[config.mk]
export PLATFORM = sky130hd
export DESIGN_NAME = greedy_word_wrap_scanner
export DESIGN_NICKNAME = d
export VERILOG_FILES = /design/src/sv/gww_pkg.sv /design/src/sv/greedy_word_wrap_scanner.sv /design/src/sv/gww_step.sv
export SDC_FILE = /design/constraint.sdc
export NUM_CORES = 1
export LEC_CHECK = 0
export ABC_AREA = 1
export BUFFER_PORTS_ARGS = -buffer_cell sky130_fd_sc_hd__buf_2
export CORE_ASPECT_RATIO = 0.75
export CORE_MARGIN = 2
export CORE_UTILIZATION = 50
export CTS_BUF_LIST = sky130_fd_sc_hd__clkbuf_4
export CTS_CLUSTER_DIAMETER = 40
export CTS_CLUSTER_SIZE = 25
export DETAILED_ROUTE_END_ITERATION = 8
export PLACE_DENSITY_LB_ADDON = 0.2
export SYNTH_ARGS = -nofsm -noshare
export SYNTH_HDL_FRONTEND = slang
export SYNTH_HIERARCHICAL = 1
export SYNTH_SLANG_ARGS = --single-unit
[constraint.sdc]
create_clock -name clk_i -period 7.3 [get_ports clk_i]
set_input_delay 0.73 -clock clk_i [delete_from_list [all_inputs] [get_ports clk_i]]
set_output_delay 0.73 -clock clk_i [all_outputs]
set_load 0.02 [all_outputs]
[src/sv/gww_pkg.sv]
`timescale 1ns / 1ps

package gww_pkg;

  // line table depth; breaks stop once the line count reaches it
  localparam int unsigned LineTableSize = 4096;

  localparam int unsigned PosW   = 16;
  localparam int unsigned ColW   = 8;
  localparam int unsigned LinesW = 13;
  localparam int unsigned IndexW = 12;
  localparam int unsigned WordsW = 16;

  localparam logic [LinesW-1:0] LineLimit = LinesW'(LineTableSize);
  localparam logic [WordsW-1:0] WordMax   = {WordsW{1'b1}};
  localparam logic [ColW-1:0]   CplReset  = 8'd40;

  localparam logic [7:0] ChSpace = 8'h20;
  localparam logic [7:0] ChLf    = 8'h0A;
  localparam logic [7:0] ChTab   = 8'h09;
  localparam logic [7:0] ChCr    = 8'h0D;

  typedef struct packed {
    logic [PosW-1:0]   position;
    logic [ColW-1:0]   column;
    logic              space_seen;
    logic [PosW-1:0]   space_offset;
    logic [PosW-1:0]   line_start;
    logic [LinesW-1:0] line_total;
    logic              inside_word;
    logic [WordsW-1:0] word_total;
  } scan_state_t;

  typedef struct packed {
    logic              break_valid;
    logic [IndexW-1:0] break_index;
    logic [PosW-1:0]   break_pos;
    logic [LinesW-1:0] lines_so_far;
    logic [WordsW-1:0] words_so_far;
    logic              end_of_text;
  } scan_result_t;

  localparam scan_state_t ScanReset = '{
    position:     '0,
    column:       '0,
    space_seen:   1'b0,
    space_offset: '0,
    line_start:   '0,
    line_total:   LinesW'(1),
    inside_word:  1'b0,
    word_total:   '0
  };

endpackage

[src/sv/greedy_word_wrap_scanner.sv]
`timescale 1ns / 1ps

// Greedy word-wrap scanner: text bytes stream in on the slave side, one per
// beat, with tlast on the final byte. Every byte gives one result beat that
// tells whether a new display line starts (tuser), where it starts, its line
// table index, and the running line and word counts; tlast on the result
// marks the counts as final, after which the scan state returns to reset
// while the wrap width is kept. One byte is taken every cycle while the
// result side accepts beats: a byte sits in an input register while the scan
// state and the byte feed a single step of compare, increment and subtract
// logic, whose result lands in the output register; the scan-state update
// loop passes through this single step and the state register. Once the line
// count hits the table size, breaks stop but words are still counted. The wrap
// width may be written only while no beat is in flight.
module greedy_word_wrap_scanner import gww_pkg::*; (
  input  logic        clk_i,
  input  logic        rst_ni,
  // wrap width register
  input  logic        cfg_we_i,
  input  logic [7:0]  cfg_wdata_i,
  // text input
  input  logic        s_axis_tvalid,
  output logic        s_axis_tready,
  input  logic [7:0]  s_axis_tdata,   // ch[7:0]
  input  logic        s_axis_tlast,   // last
  // results
  output logic        m_axis_tvalid,
  input  logic        m_axis_tready,
  output logic [63:0] m_axis_tdata,   // break_index[11:0], break_pos[27:12],
                                      // lines_so_far[40:28], words_so_far[56:41]
  output logic        m_axis_tuser,   // break_valid
  output logic        m_axis_tlast    // end_of_text
);

  logic [ColW-1:0] cpl_q;

  // input register
  logic       in_valid_q;
  logic [7:0] in_ch_q;
  logic       in_last_q;

  // output register
  logic         out_valid_q;
  scan_result_t out_q;

  scan_state_t  state_q;
  scan_state_t  state_d;
  scan_result_t result_d;

  logic out_free;
  logic step_fire;

  assign out_free      = !out_valid_q || m_axis_tready;
  assign step_fire     = in_valid_q && out_free;
  assign s_axis_tready = !in_valid_q || step_fire;

  always_ff @(posedge clk_i or negedge rst_ni) begin
    if (!rst_ni) begin
      cpl_q <= CplReset;
    end else if (cfg_we_i) begin
      cpl_q <= cfg_wdata_i;
    end
  end

  // input stage
  always_ff @(posedge clk_i or negedge rst_ni) begin
    if (!rst_ni) begin
      in_valid_q <= 1'b0;
    end else if (s_axis_tready) begin
      in_valid_q <= s_axis_tvalid;
    end
  end

  always_ff @(posedge clk_i) begin
    if (s_axis_tvalid && s_axis_tready) begin
      in_ch_q   <= s_axis_tdata;
      in_last_q <= s_axis_tlast;
    end
  end

  gww_step u_step (
    .state_i  (state_q),
    .ch_i     (in_ch_q),
    .last_i   (in_last_q),
    .cpl_i    (cpl_q),
    .state_o  (state_d),
    .result_o (result_d)
  );

  // scan state advances with each processed byte
  always_ff @(posedge clk_i or negedge rst_ni) begin
    if (!rst_ni) begin
      state_q <= ScanReset;
    end else if (step_fire) begin
      state_q <= state_d;
    end
  end

  // output stage
  always_ff @(posedge clk_i or negedge rst_ni) begin
    if (!rst_ni) begin
      out_valid_q <= 1'b0;
    end else if (out_free) begin
      out_valid_q <= in_valid_q;
    end
  end

  always_ff @(posedge clk_i) begin
    if (step_fire) begin
      out_q <= result_d;
    end
  end

  assign m_axis_tvalid = out_valid_q;
  assign m_axis_tdata  = {7'd0, out_q.words_so_far, out_q.lines_so_far,
                          out_q.break_pos, out_q.break_index};
  assign m_axis_tuser  = out_q.break_valid;
  assign m_axis_tlast  = out_q.end_of_text;

endmodule

[src/sv/gww_step.sv]
`timescale 1ns / 1ps

module gww_step import gww_pkg::*; (
  input  scan_state_t  state_i,
  input  logic [7:0]   ch_i,
  input  logic         last_i,
  input  logic [ColW-1:0] cpl_i,
  output scan_state_t  state_o,
  output scan_result_t result_o
);

  logic            active;
  logic            is_space;
  logic            is_sep;
  logic [PosW-1:0] next_pos;
  logic [ColW-1:0] col_inc;
  logic            seen_t;
  logic [PosW-1:0] offset_t;
  logic            brk;
  logic [PosW-1:0] brk_pos;
  scan_state_t     nxt;

  assign active   = state_i.line_total < LineLimit;
  assign is_space = ch_i == ChSpace;
  assign is_sep   = is_space || ch_i == ChLf || ch_i == ChTab || ch_i == ChCr;
  assign next_pos = state_i.position + PosW'(1);
  assign col_inc  = state_i.column + ColW'(1);
  assign seen_t   = state_i.space_seen | is_space;
  assign offset_t = is_space ? state_i.position : state_i.space_offset;

  always_comb begin
    nxt     = state_i;
    brk     = 1'b0;
    brk_pos = '0;
    if (active) begin
      if (ch_i == ChLf) begin
        brk            = 1'b1;
        brk_pos        = next_pos;
        nxt.column     = '0;
        nxt.space_seen = 1'b0;
      end else begin
        nxt.space_offset = offset_t;
        if (col_inc >= cpl_i) begin
          // wrap after the last usable space, else after this byte
          brk_pos = (seen_t && offset_t > state_i.line_start) ? offset_t + PosW'(1)
                                                               : next_pos;
          brk            = 1'b1;
          nxt.space_seen = 1'b0;
        end else begin
          nxt.space_seen = seen_t;
        end
      end
      if (brk) begin
        nxt.line_start = brk_pos;
        nxt.line_total = state_i.line_total + LinesW'(1);
      end
      nxt.position = next_pos;
    end

    if (active && ch_i != ChLf) begin
      nxt.column = brk ? ColW'(next_pos - brk_pos) : col_inc;
    end

    if (is_sep) begin
      nxt.inside_word = 1'b0;
    end else if (!state_i.inside_word) begin
      nxt.inside_word = 1'b1;
      if (state_i.word_total != WordMax) begin
        nxt.word_total = state_i.word_total + WordsW'(1);
      end
    end
  end

  always_comb begin
    result_o.break_valid  = brk;
    result_o.break_index  = brk ? state_i.line_total[IndexW-1:0] : '0;
    result_o.break_pos    = brk_pos;
    result_o.lines_so_far = nxt.line_total;
    result_o.words_so_far = nxt.word_total;
    result_o.end_of_text  = last_i;
  end

  assign state_o = last_i ? ScanReset : nxt;

endmodule
# Word level (Yosys, flattened, before mapping)
# Cells that the tools add are included.
dict set report op_classes {
  mux 22
  n_addsub 6
  eq_ne 7
  n_bitwise 1
  reduce_logical 19
  order_cmp 3
}
# op count
set ops {}
lappend ops {{16-bit two-way mux} 9}
lappend ops {{87-bit two-way mux} 1}
lappend ops {{70-bit two-way mux} 1}
lappend ops {{16-bit by 1-bit adder with 16-bit output (second input constant)} 3}
lappend ops {{29-bit two-way mux} 1}
lappend ops {{8-bit by 4-bit == test with 1-bit output (second input constant)} 3}
lappend ops {{8-bit two-way mux} 3}
lappend ops {{16-bit greater-than comparator} 1}
lappend ops {{16-bit inequality test (second input constant)} 1}
lappend ops {{13-bit by 1-bit adder with 13-bit output (second input constant)} 1}
lappend ops {{13-bit less-than comparator (second input constant)} 1}
lappend ops {{3-bit AND reduction} 3}
lappend ops {{8-bit by 1-bit adder with 8-bit output (second input constant)} 1}
lappend ops {{8-bit by 6-bit == test with 1-bit output (second input constant)} 1}
lappend ops {{8-bit greater-or-equal comparator} 1}
lappend ops {{8-bit by 4-bit inequality test with 1-bit output (second input constant)} 1}
lappend ops {{8-bit subtractor} 1}
lappend ops {{1-bit two-way mux} 7}
lappend ops {{3-bit nonzero test} 2}
lappend ops {{1-bit logical OR} 5}
lappend ops {{1-bit logical AND} 4}
lappend ops {{2-bit nonzero test} 2}
lappend ops {{1-bit zero test} 2}
lappend ops {{2-bit inequality test (second input constant)} 1}
lappend ops {{other kinds (2)} 2}
dict set report word_totals {
  reg_bits 165
  word_cells 77
  out_inout_bits 68
  inputBits 22
}

# Logic depth before layout (Yosys ltp)
dict set report depth {
  word_depth 12
  ltp_mapped 36
  depth_no_buf 35
}

# Hierarchy
# The synthesis kept the hierarchy.
# module n_inst area_per_inst_um2 cells_each
set modules_own_cells {}
lappend modules_own_cells {greedy_word_wrap_scanner 1 5934.4 496}
lappend modules_own_cells {gww_step 1 4286.6 801}

# Least setup slack after synthesis
# No wires, ideal clock.
dict set report synth_timing {
  path_kind {flip-flop to flip-flop}
  from {register in_ch_q[4]}
  to {register state_q[70] (netlist name)}
  setup_time_ns 0.117
  slack_ns 3.033
  synth_period_minus_slack_ns 4.267
  n_path_buf 2
  path_stages_with_launch 32
  arrival_time_ns 4.151
  cell_sequence {edfxtp_1 -> inv_1 -> nand2_2 -> nor2_8 -> nand2_8 -> buf_12 -> o21ai_2 -> inv_1 -> ha_1 -> nand2_1 -> nor4_1 -> nand2_1 -> nand2_1 -> nand2_2 -> buf_2 -> nand2_1 -> o211ai_1 -> nor2_1 -> inv_1 -> ha_1 -> nand2_1 -> o21ai_0 -> a21oi_1 -> or2_2 -> nand2_1 -> inv_1 -> nand3_1 -> nand3_1 -> nand2_1 -> a21oi_1 -> nand3_1 -> nand2_1}
}
# item line_no
set synth_lines {}
lappend synth_lines {{start: declaration} greedy_word_wrap_scanner.sv:39} ;# logic [7:0] in_ch_q;
lappend synth_lines {{start signal: assignment} greedy_word_wrap_scanner.sv:76} ;# in_ch_q <= s_axis_tdata;
lappend synth_lines {{end signal: assignment} greedy_word_wrap_scanner.sv:93} ;# state_q <= ScanReset;
lappend synth_lines {{end signal: assignment} greedy_word_wrap_scanner.sv:95} ;# state_q <= state_d;
lappend synth_lines {{end: declaration} greedy_word_wrap_scanner.sv:46} ;# scan_state_t state_q;

==> metrics.md <==
| Metric | Value |
|---|---|
| Status | finished, final reports clean |
| IO buf count | 82 |
| Post-Route Skew | between 20 and 30 ps |
| Leakage dissipation | roughly 5.4 nW |
| Internal power | approximately 0.0017 W |
| Die X | roughly 170 um |
| Detailed Route WL | between 20000 and 30000 um |
| Proportion of power drawn by the clock network | 22.6% |
| Reg clk slew, reported paths | between 150 and 200 ps |
| WP depth | 28 |
| Maximum vdd ir drop | around 0.15 mV |
| Most frequent CP cell | nand3_1 |
| Async set-reset flop share out of synthesis | 58.79% |
| Root Buffer | clkbuf_4 |
| CTS Sinks | 165 |
| Post-synth EDFFs | 68 |
| First-pass GRT wire length | around 41000 um |
| Cell variety after synth | 50 |
| Post-CTS Setup Bufs | 0 |
| Die area | around 22000 sq um |
| Worst-skew pair later-pin latency | 590 ps |
| Least-Margin Pin Slew | between 1000 and 1500 ps |
| Dpl cell area | 10670 sq um |
| Ports | 90 |
| Ys flop type | dfrtp_1 |
| Total global routing overflow | 0 |
| Antenna-violating nets left | 0 |
| Syn-to-layout area delta | 7.749% |
| Slew Viols, Final | 0 |
| Rows | 45 |
| GRT Overall Usage | between 20% and 30% |
| Crit-path slowest cell | inv_2 |
| Worst Reg-to-Reg Cells | 28 |
| Final Hold Fails | 0 |
| Setup TNS | 0 ps |
| Fin area | roughly 11000 sq um |
| Final setup viols | 0 |
| CP top delay family | simple AND/OR/NAND/NOR gates |
| Initial DRT Pass Iterations | 7 |
| Critical Path AT | 5760 ps |
| Syn Area/Cell | 7.881 sq um |
| Worst path bufs/invs | 4 |
| CTS buffer count | 17 |
| Vias | 8741 |
| P per Cell Area | 259.4 nW/um^2 |
| DR vias/cell | 5.402 |
| CTS tree | yes |
| Largest net degree at the start of global routing | 90 |
| Share of layout cells above drive strength 1 | around 15% |
| Tmin final | 5261 ps |
| H-Tree Depth | 4 |
| Yosys warning total | 6 |
| GPL Wtd Cong | 0.8965 |
| Max Used Layer | met4 |
| Tcrit/Tclk final | between 70 and 80% |
| Dpl hpwl | between 15000 and 20000 um |
| CP Max Fanout | 32 |
| Core area | 20160 sq um |
| Logic pwr share | a little over a third |
| Number of global-route vias before repair | just under 8000 |
| Initial antenna violation count | 1 |
| Met3 WL | 2229 um |
| Layout Nets | 1406 |
| Worst path required time | 7800 ps |
| Min-delay worst type | primary input to async pin |
| DRC | 0 |
| Endpoint class of the critical path | register |
| Mapped Area | 10220 sq um |
| Starting Density | between 50% and 60% |
| Flop pwr share | 41.7% |
| Worst setup SP type | register |
| Die H | approximately 130 um |
| Maximum clock path buffer count | 2 |
| Register area share after synthesis | between 40% and 50% |
| Max Cap Violations | 0 |
| PostCTS Resize Cnt | 0 |
| Fmax | between 150 and 200 MHz |
| Worst Setup Path Type | register to register |
| Cell count after synthesis | ~1300 |
| DRT iter0 DRCs | between 800 and 900 |
| Yosys reg bits | between 150 and 200 |
| Routed met1 length | about 13000 um |
| Unrepaired setup endpoints after global routing | false |
| NetSw | 0.001171 W |
| Slew margin rel. | 30.60% |
| Met2 wire len | roughly 11000 um |
| Routed WL per cell | around 16 um |
| CP max stage delay | 500 ps |
| Sw frac | around 41% |
| Hold_buf cts | 0 |
[layout by cell type (no fill, tap or decap), types with 17 or more instances in the layout]
cell type	count
edfxtp_1	68
xor2_1	33
buf_2	81
ha_1	37
inv_1	153
nand2_1	344
nor2_1	75
clkbuf_4	17
nand3_1	137
dfrtp_1	93
a21oi_1	80
o21ai_0	58
[state kept, by name (all words and copies together), names as in the netlist]
signal	flops
m_axis_tuser	1
cpl_q	8
m_axis_tdata	57
in_last_q	1
in_ch_q	8
m_axis_tvalid	1
m_axis_tlast	1
in_valid_q	1
state_q	87
[metal layers]
layer	vias up	global-route usage (%)
li1	4292	-
met5	-	0
met4	0	4.827
met2	365	35.70
met1	4072	37.57
met3	12	5.002
[through the flow]
step / std cells / hold slack [ps] / util, % / power, W / setup slack (ps)
floorplan: 1303 / 434.4 / - / 0.001951 / 3033
global placement: 1585 / 456.9 / 52.94 / 0.002190 / 2435
detailed placement: 1585 / 462.0 / 52.94 / 0.002209 / 2158
CTS: 1617 / 134.7 / 54.62 / 0.002855 / 2135
global route: 1618 / 166.4 / 54.64 / 0.003041 / 1545
finish: 1618 / 128.9 / 54.64 / 0.002856 / 2039
[power groups by stage]
stage               clock, W  combinational, W  sequential, W
global route        0.000695           0.00114        0.00121
detailed placement         0           0.00100        0.00121
global placement           0          0.000985        0.00121
floorplan                  0          0.000699        0.00125
CTS                 0.000657           0.00101        0.00119
finish              0.000644           0.00102        0.00119
[kinds of logic (layout without fill, tap and decap cells)]
group                    after synthesis  after routing  share of synthesized area (%)
other                                  1              8                        0.03669
AND/OR/NAND/NOR                      641            641                          28.23
flip-flops                           165            165                          43.76
XOR/XNOR                              40             40                          3.501
AO/OA/AOI/OAI                        177            177                          9.769
adder cells (fa/ha/maj)               38             38                          4.725
buffers and inverters                235            291                          9.977
[synth_stat cells (4+ instances only)]
| master | count | area [sq um] |
|---|---|---|
| a21oi_1 | 80 | 400.4 |
| a31oi_1 | 4 | 25.02 |
| and2_1 | 4 | 25.02 |
| buf_2 | 27 | 135.1 |
| buf_4 | 14 | 105.1 |
| buf_6 | 4 | 45.04 |
| clkbuf_1 | 22 | 82.58 |
| dfrtp_1 | 94 | 2352 |
| edfxtp_1 | 68 | 2042 |
| ha_1 | 37 | 462.9 |
| inv_1 | 154 | 578.1 |
| inv_2 | 11 | 41.29 |
| nand2_1 | 344 | 1291 |
| nand2_2 | 12 | 75.07 |
| nand3_1 | 137 | 685.7 |
| nand4_1 | 12 | 75.07 |
| nor2_1 | 76 | 285.3 |
| nor2_2 | 11 | 68.82 |
| nor2_4 | 4 | 45.04 |
| nor3_1 | 12 | 60.06 |
| nor3_2 | 5 | 50.05 |
| nor4_1 | 7 | 43.79 |
| o211ai_1 | 12 | 90.09 |
| o21ai_0 | 58 | 290.3 |
| o21ai_1 | 6 | 30.03 |
| o21ai_2 | 5 | 43.79 |
| or2_2 | 4 | 25.02 |
| xnor2_1 | 6 | 52.55 |
| xor2_1 | 33 | 289.0 |
[area by class of cell]
type	count	area, sq um
sequential	165	4474
clock buffer	17	127.6
tap	258	322.8
multi-input combinational	903	4753
timing repair buffer	92	488.0
clock inverter	15	212.7
antenna	1	2.502
inverter	167	631.9
fill	1910	9144
[path summary, 6_finish.rpt]
check	from	endpoint	slack, ps
max in group asynchronous	rst_ni	in_valid_q	5980
worst min-delay path	rst_ni	state_q[72]	130
worst max register to register	state_q[63]	state_q[70]	2040
worst min register to register	cpl_q[3]	cpl_q[3]	480
min in group clk_i	s_axis_tdata[6]	in_ch_q[6]	310
worst max-delay path	state_q[63]	state_q[70]	2040
(Power assumes the default switching activity.)
